--- config.mk ---
export PLATFORM = sky130hd
export DESIGN_NAME = vita49_packet_deframer_core
export DESIGN_NICKNAME = d
export VERILOG_FILES = /design/src/design/vpd_pkg.sv /design/src/design/vpd_front.sv /design/src/design/vpd_queue.sv /design/src/design/vpd_back.sv /design/src/design/vita49_packet_deframer_core.sv
export VERILOG_INCLUDE_DIRS = /design/src /design/src/design
export SDC_FILE = /design/constraint.sdc
export NUM_CORES = 1
export LEC_CHECK = 0
export ABC_AREA = 1
export BUFFER_PORTS_ARGS = -buffer_cell sky130_fd_sc_hd__buf_2
export CAP_MARGIN = 5
export CORE_MARGIN = 2
export CORE_UTILIZATION = 60
export DETAILED_ROUTE_END_ITERATION = 16
export MAX_ROUTING_LAYER = met4
export PLACE_DENSITY_LB_ADDON = 0.2
export SYNTH_ARGS = -nofsm -noshare
export SYNTH_HDL_FRONTEND = slang
export SYNTH_SLANG_ARGS = --single-unit
--- constraint.sdc ---
create_clock -name clk -period 9.4 [get_ports clk]
set_clock_uncertainty 0.1 [all_clocks]
set_input_delay 2.35 -clock clk [delete_from_list [all_inputs] [get_ports clk]]
set_output_delay 2.35 -clock clk [all_outputs]
set_load 0.02 [all_outputs]
--- src/design/vita49_packet_deframer_core_macros.svh ---
// ----------------------------------------------------------------------------
// VITA-49 deframer assertion macros
// Shared property forms for the checks in the deframer modules.
// ----------------------------------------------------------------------------
`ifndef VITA49_PACKET_DEFRAMER_CORE_MACROS_SVH
`define VITA49_PACKET_DEFRAMER_CORE_MACROS_SVH

// same-cycle implication, sampled on clk, off during reset
`define VPD_ASSERT_NOW(label, ante, cons, msg) \
	label: assert property (@(posedge clk) disable iff (!arst_n) (ante) |-> (cons)) \
		else $error(msg);

// next-cycle implication, sampled on clk, off during reset
`define VPD_ASSERT_NEXT(label, ante, cons, msg) \
	label: assert property (@(posedge clk) disable iff (!arst_n) (ante) |=> (cons)) \
		else $error(msg);

`endif

--- src/design/vpd_pkg.sv ---
// ----------------------------------------------------------------------------
// VITA-49 deframer package
// Shared types, register map and constants of the packet deframer.
// ----------------------------------------------------------------------------
package vpd_pkg;

	// field widths
	localparam int HDR_W  = 4;
	localparam int SAMP_W = 13;
	localparam int PKT_W  = 14;
	localparam int CNT_W  = 4;
	localparam int WORD_W = 32;
	localparam int IQ_W   = 16;

	// default limits
	localparam int DEF_MAX_PACKET_WORDS = 8192;
	localparam int DEF_MAX_SAMPLES      = 4096;

	// queue between classifier and formatter
	localparam int QUEUE_DEPTH = 4;

	// register map (index = paddr[4:2])
	localparam int ADDR_W = 5;
	localparam logic [2:0] REG_HEADER_WORDS = 3'd0;
	localparam logic [2:0] REG_SAMPLES      = 3'd1;
	localparam logic [2:0] REG_PACKET_WORDS = 3'd2;
	localparam logic [2:0] REG_SWAP_BYTES   = 3'd3;
	localparam logic [2:0] REG_SWAP_IQ      = 3'd4;

	// reset values
	localparam logic [HDR_W-1:0]  RST_HEADER_WORDS = 4'd7;
	localparam logic [SAMP_W-1:0] RST_SAMPLES      = 13'd1024;
	localparam logic [PKT_W-1:0]  RST_PACKET_WORDS = 14'd1031;
	localparam logic              RST_SWAP_BYTES   = 1'b1;
	localparam logic              RST_SWAP_IQ      = 1'b0;

	// result kinds
	localparam logic KIND_SAMPLE = 1'b0;
	localparam logic KIND_DROP   = 1'b1;

	typedef struct packed {
		logic [HDR_W-1:0]  header_words;
		logic [SAMP_W-1:0] samp_per_pkt;
		logic [PKT_W-1:0]  packet_words;
		logic              bswap_en;
		logic              swap_iq;
	} vpd_cfg_t;

	// one classified result waiting for formatting
	typedef struct packed {
		logic              kind;
		logic [WORD_W-1:0] word;
		logic [CNT_W-1:0]  missing;
		logic              last;
	} vpd_entry_t;

	typedef struct packed {
		logic full;
		logic empty;
	} vpd_qstat_t;

	function automatic logic [IQ_W-1:0] swap16(input logic [IQ_W-1:0] v);
		swap16 = {v[7:0], v[15:8]};
	endfunction

endpackage

--- src/design/vpd_front.sv ---
// ----------------------------------------------------------------------------
// VITA-49 deframer front end
// Tracks word position and packet count, classifies each word and pushes
// the ones that yield a result into the queue.
// ----------------------------------------------------------------------------
module vpd_front import vpd_pkg::*; #(
	parameter int MAX_PACKET_WORDS = DEF_MAX_PACKET_WORDS,
	parameter int MAX_SAMPLES      = DEF_MAX_SAMPLES
) (
	input  logic              clk,
	input  logic              arst_n,
	input  vpd_cfg_t          cfg,
	input  logic              in_valid,
	output logic              in_stall,
	input  logic [WORD_W-1:0] packet_word,
	input  vpd_qstat_t        qstat,
	output logic              push,
	output vpd_entry_t        push_entry
);

	localparam int PW  = $clog2(MAX_PACKET_WORDS);
	localparam int SW  = $clog2(MAX_SAMPLES + 1);
	localparam int CW0 = (PW > PKT_W) ? PW : PKT_W;
	localparam int CW1 = (CW0 > SW) ? CW0 : SW;
	localparam int CW  = CW1 + 1;

	logic [PW-1:0]    pos_q;
	logic             awaiting_q;
	logic [CNT_W-1:0] expected_q;

	logic             accept;
	logic [CW-1:0]    pos_x, hw_x, len_x, nsamp_x, idx_x, pos_inc;
	logic [CNT_W-1:0] pc, next_cnt;
	logic             is_info, is_sample, is_drop;

	assign in_stall = qstat.full;
	assign accept   = in_valid && !in_stall;

	always_comb begin
		pos_x = CW'(pos_q);
		hw_x  = (cfg.header_words == '0) ? CW'(1) : CW'(cfg.header_words);
		len_x = CW'(cfg.packet_words);
		if (len_x < CW'(2)) begin
			len_x = CW'(2);
		end
		if (len_x > CW'(MAX_PACKET_WORDS)) begin
			len_x = CW'(MAX_PACKET_WORDS);
		end
		nsamp_x = CW'(cfg.samp_per_pkt);
		if (nsamp_x > CW'(MAX_SAMPLES)) begin
			nsamp_x = CW'(MAX_SAMPLES);
		end
		idx_x   = pos_x - hw_x;
		pos_inc = pos_x + CW'(1);

		// count lives in bits 19:16 after the optional 32-bit byte reversal
		pc       = cfg.bswap_en ? packet_word[19:16] : packet_word[11:8];
		next_cnt = expected_q + CNT_W'(1);

		is_info   = (pos_q == '0);
		is_drop   = is_info && !awaiting_q && (next_cnt != pc);
		is_sample = !is_info && (pos_x >= hw_x) && (pos_x < len_x) && (idx_x < nsamp_x);

		push_entry = '0;
		if (is_drop) begin
			push_entry.kind    = KIND_DROP;
			push_entry.missing = pc - next_cnt;
		end else begin
			push_entry.kind = KIND_SAMPLE;
			push_entry.word = packet_word;
			push_entry.last = (idx_x + CW'(1) == nsamp_x);
		end
	end

	assign push = accept && (is_drop || is_sample);

	always_ff @(posedge clk or negedge arst_n) begin
		if (!arst_n) begin
			pos_q      <= '0;
			awaiting_q <= 1'b1;
			expected_q <= '0;
		end else if (accept) begin
			// wrap at packet end, also when a shorter length was set mid-packet
			pos_q <= (pos_inc >= len_x) ? '0 : PW'(pos_inc);
			if (is_info) begin
				awaiting_q <= 1'b0;
				expected_q <= pc;
			end
		end
	end

endmodule

--- src/design/vpd_queue.sv ---
// ----------------------------------------------------------------------------
// VITA-49 deframer result queue
// Short FIFO of classified results between front end and formatter.
// ----------------------------------------------------------------------------
`include "vita49_packet_deframer_core_macros.svh"

module vpd_queue import vpd_pkg::*; (
	input  logic       clk,
	input  logic       arst_n,
	input  logic       push,
	input  vpd_entry_t push_entry,
	input  logic       pop,
	output vpd_entry_t head,
	output vpd_qstat_t qstat
);

	localparam int AW = $clog2(QUEUE_DEPTH);
	localparam int NW = $clog2(QUEUE_DEPTH + 1);

	vpd_entry_t    mem [QUEUE_DEPTH];
	logic [AW-1:0] wr_ptr_q, rd_ptr_q;
	logic [NW-1:0] count_q;

	assign head        = mem[rd_ptr_q];
	assign qstat.full  = (count_q == NW'(QUEUE_DEPTH));
	assign qstat.empty = (count_q == '0);

	always_ff @(posedge clk) begin
		if (push) begin
			mem[wr_ptr_q] <= push_entry;
		end
	end

	always_ff @(posedge clk or negedge arst_n) begin
		if (!arst_n) begin
			wr_ptr_q <= '0;
			rd_ptr_q <= '0;
			count_q  <= '0;
		end else begin
			if (push) begin
				wr_ptr_q <= (wr_ptr_q == AW'(QUEUE_DEPTH - 1)) ? '0 : wr_ptr_q + AW'(1);
			end
			if (pop) begin
				rd_ptr_q <= (rd_ptr_q == AW'(QUEUE_DEPTH - 1)) ? '0 : rd_ptr_q + AW'(1);
			end
			if (push && !pop) begin
				count_q <= count_q + NW'(1);
			end else if (pop && !push) begin
				count_q <= count_q - NW'(1);
			end
		end
	end

	`VPD_ASSERT_NOW(a_count_bound, 1'b1, count_q <= NW'(QUEUE_DEPTH), "queue count overflow")
	`VPD_ASSERT_NOW(a_pop_nonempty, pop, !qstat.empty, "pop from empty queue")
	`VPD_ASSERT_NEXT(a_push_grows, push && !pop, count_q == $past(count_q) + NW'(1), "push lost")

endmodule

--- src/design/vpd_back.sv ---
// ----------------------------------------------------------------------------
// VITA-49 deframer back end
// Pops classified results, applies byte and I/Q ordering, holds the result
// beat in an output register.
// ----------------------------------------------------------------------------
module vpd_back import vpd_pkg::*; (
	input  logic                   clk,
	input  logic                   arst_n,
	input  vpd_cfg_t               cfg,
	input  vpd_qstat_t             qstat,
	input  vpd_entry_t             head,
	output logic                   pop,
	output logic                   out_valid,
	input  logic                   out_stall,
	output logic                   result_kind,
	output logic signed [IQ_W-1:0] i_value,
	output logic signed [IQ_W-1:0] q_value,
	output logic [CNT_W-1:0]       missing_packets,
	output logic                   last_sample
);

	logic            valid_q;
	logic [IQ_W-1:0] hi, lo, iv, qv;

	assign pop       = !qstat.empty && (!valid_q || !out_stall);
	assign out_valid = valid_q;

	always_comb begin
		hi = head.word[31:16];
		lo = head.word[15:0];
		iv = cfg.swap_iq ? lo : hi;
		qv = cfg.swap_iq ? hi : lo;
		if (!cfg.bswap_en) begin
			iv = swap16(iv);
			qv = swap16(qv);
		end
	end

	always_ff @(posedge clk or negedge arst_n) begin
		if (!arst_n) begin
			valid_q <= 1'b0;
		end else if (pop) begin
			valid_q <= 1'b1;
		end else if (!out_stall) begin
			valid_q <= 1'b0;
		end
	end

	// payload loads only on pop, so a stalled beat holds
	always_ff @(posedge clk) begin
		if (pop) begin
			result_kind     <= head.kind;
			i_value         <= iv;
			q_value         <= qv;
			missing_packets <= head.missing;
			last_sample     <= head.last;
		end
	end

endmodule

--- src/design/vita49_packet_deframer_core.sv ---
// Data path: an accepted word's result is written into the queue, then loaded
// into the output register when the back end pops it.
// Throughput: one packet word per cycle; the front end stalls only when the
// four-entry result queue is full, i.e. after sustained output stall.
// Reset (arst_n low, asynchronous): registers to defaults, word position 0,
// queue and output register empty, first packet count awaited.
// ----------------------------------------------------------------------------
// VITA-49 packet deframer core
// Config registers, front-end classifier, result queue and output formatter.
// ----------------------------------------------------------------------------
module vita49_packet_deframer_core import vpd_pkg::*; #(
	parameter int MAX_PACKET_WORDS = DEF_MAX_PACKET_WORDS,
	parameter int MAX_SAMPLES      = DEF_MAX_SAMPLES
) (
	input  logic                   clk,
	input  logic                   arst_n,
	input  logic                   psel,
	input  logic                   penable,
	input  logic                   pwrite,
	input  logic [ADDR_W-1:0]      paddr,
	input  logic [31:0]            pwdata,
	output logic [31:0]            prdata,
	output logic                   pready,
	input  logic                   in_valid,
	output logic                   in_stall,
	input  logic [WORD_W-1:0]      packet_word,
	output logic                   out_valid,
	input  logic                   out_stall,
	output logic                   result_kind,
	output logic signed [IQ_W-1:0] i_value,
	output logic signed [IQ_W-1:0] q_value,
	output logic [CNT_W-1:0]       missing_packets,
	output logic                   last_sample
);

	vpd_cfg_t   cfg_q;
	vpd_qstat_t qstat;
	vpd_entry_t push_entry, head;
	logic       push, pop, wr_en;
	logic [2:0] reg_idx;

	assign pready  = 1'b1;
	assign reg_idx = paddr[4:2];
	assign wr_en   = psel && penable && pwrite && pready;

	always_ff @(posedge clk or negedge arst_n) begin
		if (!arst_n) begin
			cfg_q.header_words <= RST_HEADER_WORDS;
			cfg_q.samp_per_pkt <= RST_SAMPLES;
			cfg_q.packet_words <= RST_PACKET_WORDS;
			cfg_q.bswap_en     <= RST_SWAP_BYTES;
			cfg_q.swap_iq      <= RST_SWAP_IQ;
		end else if (wr_en) begin
			case (reg_idx)
				REG_HEADER_WORDS: cfg_q.header_words <= pwdata[HDR_W-1:0];
				REG_SAMPLES:      cfg_q.samp_per_pkt <= pwdata[SAMP_W-1:0];
				REG_PACKET_WORDS: cfg_q.packet_words <= pwdata[PKT_W-1:0];
				REG_SWAP_BYTES:   cfg_q.bswap_en     <= pwdata[0];
				REG_SWAP_IQ:      cfg_q.swap_iq      <= pwdata[0];
				default: ;
			endcase
		end
	end

	always_comb begin
		case (reg_idx)
			REG_HEADER_WORDS: prdata = 32'(cfg_q.header_words);
			REG_SAMPLES:      prdata = 32'(cfg_q.samp_per_pkt);
			REG_PACKET_WORDS: prdata = 32'(cfg_q.packet_words);
			REG_SWAP_BYTES:   prdata = 32'(cfg_q.bswap_en);
			REG_SWAP_IQ:      prdata = 32'(cfg_q.swap_iq);
			default:          prdata = '0;
		endcase
	end

	vpd_front #(
		.MAX_PACKET_WORDS(MAX_PACKET_WORDS),
		.MAX_SAMPLES(MAX_SAMPLES)
	) u_front (
		.clk(clk),
		.arst_n(arst_n),
		.cfg(cfg_q),
		.in_valid(in_valid),
		.in_stall(in_stall),
		.packet_word(packet_word),
		.qstat(qstat),
		.push(push),
		.push_entry(push_entry)
	);

	vpd_queue u_queue (
		.clk(clk),
		.arst_n(arst_n),
		.push(push),
		.push_entry(push_entry),
		.pop(pop),
		.head(head),
		.qstat(qstat)
	);

	vpd_back u_back (
		.clk(clk),
		.arst_n(arst_n),
		.cfg(cfg_q),
		.qstat(qstat),
		.head(head),
		.pop(pop),
		.out_valid(out_valid),
		.out_stall(out_stall),
		.result_kind(result_kind),
		.i_value(i_value),
		.q_value(q_value),
		.missing_packets(missing_packets),
		.last_sample(last_sample)
	);

endmodule
## Word level (Yosys, flattened, before mapping)

Memory sizes are Yosys's and may differ from the RTL's.
Cells that the tools add are included.

- Flip-flop bits (word level): 97
- Bits in writable memories: 152
- Output and inout port bits: 73
- Logic and storage cells: 100
- Memories kept: 1

- Add/subtract/negate cells: 9
- Order comparisons: 7
- Equality and inequality tests: 10
- Multiplexer cells: 23
- Reductions and logical operators: 33

Memories:

| name | depth | bits a word | rd ports | clocked after Yosys merged registers in | wr ports | RTL line | RTL |
|---|---|---|---|---|---|---|---|
| u_queue.mem | 4 | 38 | 1 | 0 | 1 | vpd_queue.sv:20 | `vpd_entry_t mem [QUEUE_DEPTH];` |

Operators with widths:

| cell | count |
|---|---|
| $pmux 14 s5 | 1 |
| $mux 16 | 4 |
| $mux 32 | 1 |
| $mux 13 | 2 |
| $add 15x1->15 const B | 1 |
| $eq 15x13->1 | 1 |
| $ge 13x15->1 | 1 |
| $ge 15x15->1 | 1 |
| $lt 13x15->1 | 1 |
| $lt 15x13->1 | 1 |
| $mux 15 | 1 |
| $sub 13x15->15 | 1 |
| $add 13x1->14 const B | 1 |
| $gt 14x14->1 const B | 1 |
| $lt 14x2->1 const B | 1 |
| $mux 14 | 1 |
| $gt 13x13->1 const B | 1 |
| $logic_not 13->1 | 1 |
| $logic_and 1x1->1 | 12 |
| $mux 4 | 3 |
| $reduce_and 2->1 | 6 |
| $logic_not 1->1 | 8 |
| $eq 3x2->1 const B | 2 |
| $eq 3x3->1 const B | 2 |
| 16 further kinds | 27 |

## Logic depth before layout (Yosys ltp)

Gate-level depths: netlist of run 1.

- Depth in word-level cells: 13
- Gate-level depth with buffers: 27

## Cells and area by module

Synthesis of run 1 repeated with hierarchy kept, for this count alone.

- Cell total of the unflattened synthesis: 1568
- Area, all modules: 14047.2 um^2

By module, submodules not included:

| module | instances | cells each | area each (um^2) | seq. area each (um^2) |
|---|---|---|---|---|
| vpd_queue | 1 | 495 | 6398.6 | 4739.5 |
| vpd_front | 1 | 616 | 3792.4 | 451.7 |
| vpd_back | 1 | 250 | 2124.5 | 1166.1 |
| vita49_packet_deframer_core | 1 | 207 | 1731.7 | 837.1 |

## Least setup slack after synthesis of run 1

Ideal clock, no wire load.

- Path type: in2out
- Start point: in paddr[4]
- End point: out prdata[9]
- Arrival time: 3.471 ns
- Path slack: 3.479 ns
- Stages: 4
- Buffers on the path: 1
- Path through: nor3_1 > clkbuf_1 > inv_1 > o21ai_0

- Word-level cells in the longest chain between the ends: 2

Ends and longest elaborated chain:

| element | RTL line | RTL |
|---|---|---|
| start, declared | vita49_packet_deframer_core.sv:20 | `input logic [ADDR_W-1:0] paddr,` |
| $eq 3x3->1, or another cell as far along | vita49_packet_deframer_core.sv:66 | `case (reg_idx)` |
| $pmux 14 s5 * | vita49_packet_deframer_core.sv:66 |  |
| end, declared | vita49_packet_deframer_core.sv:22 | `output logic [31:0] prdata,` |

Mark *: on every way between the ends. The rest lies on a longest branch, timed or not.

## Final worst setup path of run 1

- Start point: in paddr[4]
- End point: out prdata[3]

The elaborated chain is that of the path after synthesis.

==> flow_summary.yaml, run 1 <==
timing:
  fin_setup_tns_ns: 0
  slew_viol_final: 0
  fin_crit_sh: 0.656
  worst_pin_slew_ns: 1.07
  hold_viol: 0
  fin_crit_ns: 6.17
  slew_headroom: 0.278
  rsz0062_at_grt: "false"
  setup_viol: 0
  fmax_mhz: 162
worst_setup_path:
  path_buf_inv: 3
  slowest_delay_ns: 0.53
  reg2reg_slack_ns: 4.57
  r2r-end: "u_queue.count_q[2]"
  worstPathMaxFanout: 8
  critPathLaunchType: "input pin"
  crit_path_frequent_cell: "buf_2"
  crit_path_end_kind: "primary output"
  r2r_cells: 26
  cp_cell_sequence: "buf_2 > nor3_2 > inv_1 > o221ai_1 > buf_2"
  crit-reg2reg-launch: "u_front.pos_q[0]"
  cp.required_ns: 6.95
  cp_slowest_cell: "nor3_2"
  arrival_ns: 3.72
  critical_path_class: "in -> out"
  critPathTopFamily: "buffers and inverters"
cts:
  clk_latency_ns: 0.53
  cts_tree: "done"
  postCtsSetupBuffers: 0
  htreeDepth: 1
  numCtsBuffers: 26
  cts.hold.buffers_added: 0
  root_buffer: "clkbuf_16"
  clk_pin_slew_ns: 0.06
  cts_sinks: 249
  cts_resized: 0
  clockBufferDepth: 3
yosys:
  yosysWarnings: 0
  avgSynthCellArea_um2: 9.22
  synthTopCellsByArea: "edfxtp_1, nand2_1, dfrtp_1, ha_1, inv_1"
  ys_seq_elements: 249
  yosysSeqAreaShare: 0.541
  synth_cells: 1444
  netlist_top_cells_count: "nand2_1, edfxtp_1, inv_1, nor2_1, o21ai_0"
  netlist_area_mm2: 0.0133
  synthFlopType: "edfxtp_1"
  synth_edf_count: 190
  synth.most_common_cell: "nand2_1"
  synthArstFlopShare: 0.237
  netlist.top_cell.by_area: "edfxtp_1"
  synth_top_area_frac: 0.429
  synth_cell_types: 52
hold_path:
  holdCritStartpoint: "u_front.awaiting_q"
  hold_depth: 2
  hold_class: "reg -> reg"
  hold_path_end: "u_front.awaiting_q"
global_route:
  grt_max_degree: 80
  antenna_found_initial: 0
  grt-ovfl-total: 0
  grt_pass1_vias: 9724
  grt_pass1_wl_mm: 48.6
  grt.total_usage: 0.264
place:
  portBuffers: 109
  dp_hpwl_mm: 20.9
  place.gp.congestion: 0.915
detailed_routing:
  drc: 0
  wire_per_inst_um: 16.4
  wirelength_mm: 30.1
  ant_nets: 0
  vias: 10100
  drt_pass1_iterations: 5
  first_iter_violations: 739
  via_per_inst: 5.51
floorplanning:
  die_h_um: 153
  ios: 149
  placementRows: 54
  die_x_um: 153
  coreArea_mm2: 0.0218
  initial_utilization: 0.610
  die_area_mm2: 0.0234
power:
  vdd_drop_max_mv: 0.210
  power.total_w: 0.00613
  p_leak_nw: 6.63
  powerDensity_mw_per_mm2: 413
flow_run:
  maxCapViolations: 0
cells_and_area:
  fin_util: 0.680
  fillers: 1711
  finalNetCount: 1675
  drive_gt1_frac: 0.145
  antenna-diode-count: 0
  area_growth_pct: 11.6
outcome:
  outcome: "finished, final reports clean"
-- kinds of logic after synthesis --
logic type | synth area share
flip-flops | 0.541
XOR/XNOR | 0.0163
adder cells (fa/ha/maj) | 0.0581
multiplexers | 0.00254
AND/OR/NAND/NOR | 0.206
other | 0.000564
buffers and inverters | 0.0748
AO/OA/AOI/OAI | 0.102
-- worst max-delay path by stage --
stage                            to  slack [ns]      from  cells after the start
final                     prdata[3]        3.23  paddr[4]                      5
after global routing      prdata[3]        3.14  paddr[4]                      5
after CTS                 prdata[3]        3.25  paddr[4]                      5
after detailed placement  prdata[3]        3.26  paddr[4]                      5
after global placement    prdata[3]        3.27  paddr[4]                      5
after floorplan           prdata[9]        3.48  paddr[4]                      4
-- power by group --
part	internal, W	switching, W
sequential	0.00175	0.000185
combinational	0.00105	0.00218
clock	0.000560	0.000410
total	0.00336	0.00277
-- per-stage QoR --
stage	cell area, um^2	hold WS [ns]	worst slack (ns)	instances
global route	14800	0.409	3.14	1838
finish	14800	0.374	3.23	1838
floorplan	13400	0.340	3.48	1461
global placement	14000	0.358	3.27	1791
CTS	14800	0.370	3.25	1838
detailed placement	14000	0.362	3.26	1791
-- state kept, by name (all words and copies together), names as in the netlist --
| signal | cells |
|---|---|
| u_front.awaiting_q | 1 |
| u_back.missing_packets | 4 |
| cfg_q | 33 |
| u_queue.mem | 152 |
| u_front.expected_q | 4 |
| u_back.i_value | 16 |
| u_back.q_value | 16 |
| u_queue.count_q | 3 |
| u_back.last_sample | 1 |
| u_queue.wr_ptr_q | 2 |
| u_back.out_valid | 1 |
| u_queue.rd_ptr_q | 2 |
| u_back.result_kind | 1 |
| u_front.pos_q | 13 |
-- per-layer routing --
layer  vias up  global-route usage  wire, um  share of wire
li1       5014                   -         -              -
met5         -                   -         0              0
met4         0               0.105      1140          0.038
met3        68              0.0289      1730          0.058
met2       359               0.451     15200           0.50
met1      4680               0.326     12100           0.40
-- final cells by class --
type	instances	area (um^2)	area share
timing repair buffer	122	643	0.0433
clock inverter	20	160	0.0108
clock buffer	27	654	0.0441
sequential	249	7200	0.485
multi-input combinational	975	5210	0.351
inverter	165	633	0.0426
tap	280	350	0.0236
-- cell usage in the layout (no fill, tap or decap), drive strengths merged, types with 2 or more instances in the layout --
master,n
nand2,437
and3,4
bufinv,2
o31ai,3
a32o,33
inv,164
nor2,113
a211oi,3
nand3b,5
o221ai,3
o211ai,3
o21ai,100
clkinv,16
clkbuf,27
conb,19
and2,2
ha,57
fa,3
edfxtp,190
nor3,15
dfrtp,49
clkinvlp,3
nand4,10
nor4,4
xnor2,5
o22ai,20
a21oi,52
mux2,3
dfstp,10
xor2,18
buf,122
nand3,57
-- tightest hold or removal path, delay by kind of cell, from the launching register on --
family | cells | cell delay, ns
buf+inv | 1 | 0.03
simple gates | 1 | 0.06
flops | 1 | 0.38
Power figures use the tool's default switching activity.
==> run 2: changes to the inputs <==
CORE_UTILIZATION = 59   (was 60)
clock period = 6.15 ns   (was 9.4 ns; I/O delays follow)
==> flow_summary.yaml, run 2 (synthesized netlist as in run 1, its figures left out) <==
cells_and_area:
  mostFrequentLayoutCell: "nand2_1"
  largest_register_ffs: 152
  top_register: "u_queue.mem"
  final_cell_mix: "nand2_1, edfxtp_1, inv_1"
  drive_gt1_frac: 0.142
  fillers: 1737
  antenna-diode-count: 0
  finalNetCount: 1678
  post-route-cell-area_mm2: 0.0148
  instances_no_fill: 1839
  area_growth_pct: 11.3
  reg_top3: "u_queue.mem (152), cfg_q (33)"
timing:
  fin_ws_ns: 1.38
  fin_crit_sh: 0.776
  slew_headroom: 0.374
  slew_viol_final: 0
  rsz0062_at_grt: "false"
  fin_setup_tns_ns: 0
  worst_pin_slew_ns: 0.938
  holdWs_ns: 0.368
  setup_viol: 0
  hold_viol: 0
  fin_crit_ns: 4.77
  fmax_mhz: 210
global_route:
  grt_pass1_vias: 10000
  grt_pass1_wl_mm: 48.4
  grt_max_degree: 79
  antenna_found_initial: 0
  grt-ovfl-total: 0
  grt.total_usage: 0.263
floorplanning:
  coreArea_mm2: 0.0220
  ios: 149
  placementRows: 54
  die_x_um: 154
  initial_utilization: 0.606
  die_h_um: 154
  die_area_mm2: 0.0238
worst_setup_path:
  cp_slowest_cell: "fa_1"
  crit_path_end_kind: "flop"
  cp.required_ns: 6.44
  reg2reg_slack_ns: 1.38
  slowest_delay_ns: 0.46
  critPathTopFamily: "adder cells"
  arrival_ns: 5.07
  worstPathMaxFanout: 8
  path_buf_inv: 4
  critPathLaunchType: "flop"
  critical_path_class: "reg -> reg"
cts:
  cts_tree: "done"
  cts_resized: 0
  htreeDepth: 1
  cts_sinks: 249
  numCtsBuffers: 26
  clk_pin_slew_ns: 0.06
  cts.hold.buffers_added: 0
  root_buffer: "clkbuf_16"
  postCtsSetupBuffers: 0
  clk_latency_ns: 0.53
  clockBufferDepth: 3
flow_run:
  maxCapViolations: 0
place:
  portBuffers: 109
  dp_hpwl_mm: 20.8
  dp.cells: 1794
  place.gp.congestion: 0.944
  dp_slack_ns: 1.33
  place_area_mm2: 0.0141
detailed_routing:
  ant_nets: 0
  wirelength_mm: 30.2
  drt_pass1_iterations: 5
  first_iter_violations: 684
  drc: 0
  vias: 10200
  via_per_inst: 5.57
  wire_per_inst_um: 16.4
power:
  vdd_drop_max_mv: 0.355
  powerDensity_mw_per_mm2: 628
  p_leak_nw: 6.61
outcome:
  outcome: "finished, final reports clean"
hold_path:
  hold_class: "reg -> reg"
run 2: changes by cell type in the layout (fill, tap and decap cells not counted), moves of 2 or more:
cell	previous run	this run
buf_4	13	16
bufinv_16	2	0
clkbuf_1	1	9
clkinv_1	9	7
clkinv_2	6	1
clkinv_4	0	2
clkinvlp_2	2	0
run 2: cell type report:
cell class	count	area (um^2)	area share
tap	280	350	0.0237
clock inverter	9	47.5	0.00321
inverter	165	633	0.0427
clock buffer	36	709	0.0479
multi-input combinational	975	5210	0.352
sequential	249	7200	0.486
timing repair buffer	125	666	0.0449
run 2: layer usage:
layer,global-route usage,share of wire,vias up
li1,-,-,5003
met1,0.314,0.41,4821
met2,0.449,0.49,338
met3,0.0345,0.054,77
met4,0.116,0.043,0
met5,-,0,-
run 2: power by group:
| part | leakage, nW | switching, W | internal [W] |
|---|---|---|---|
| clock network | 0.361 | 0.000610 | 0.000800 |
| logic | 3.76 | 0.00332 | 0.00161 |
| registers | 2.49 | 0.000288 | 0.00267 |
run 2: final timing paths:
| kind | startpoint | to | cells past startpoint |
|---|---|---|---|
| min | u_front.awaiting_q | u_front.awaiting_q | 2 |
| max in group asynchronous | arst_n | u_queue.rd_ptr_q[0] | 2 |
| max | cfg_q[30] | u_queue.count_q[2] | 26 |
| min reg2reg | u_front.awaiting_q | u_front.awaiting_q | 2 |
| max reg2reg | cfg_q[30] | u_queue.count_q[2] | 26 |
| min in group asynchronous | arst_n | u_queue.rd_ptr_q[1] | 2 |
run 2: worst register-to-register path, cell delays in order, from the launching register on:
cell      delay (ns)
dfstp_2         0.37
o31ai_1         0.30
ha_1            0.20
inv_1           0.07
fa_1            0.46
nand2_2         0.14
nand2_2         0.08
nor2_1          0.13
nor2_1          0.07
nor2_2          0.22
inv_2           0.09
ha_1            0.31
a21oi_1         0.15
nor2_1          0.05
a211oi_1        0.16
nand2_1         0.08
nand3_1         0.07
nand3_1         0.08
nand2_1         0.06
nand2_1         0.28
inv_1           0.17
ha_1            0.16
inv_1           0.07
fa_1            0.38
a21oi_1         0.14
o21ai_0         0.11
xor2_1          0.15
run 2: stage by stage:
step	power [W]	util
floorplan	0.00662	-
global placement	0.00771	0.640
detailed placement	0.00789	0.640
CTS	0.00932	0.675
global route	0.0101	0.675
finish	0.00930	0.675
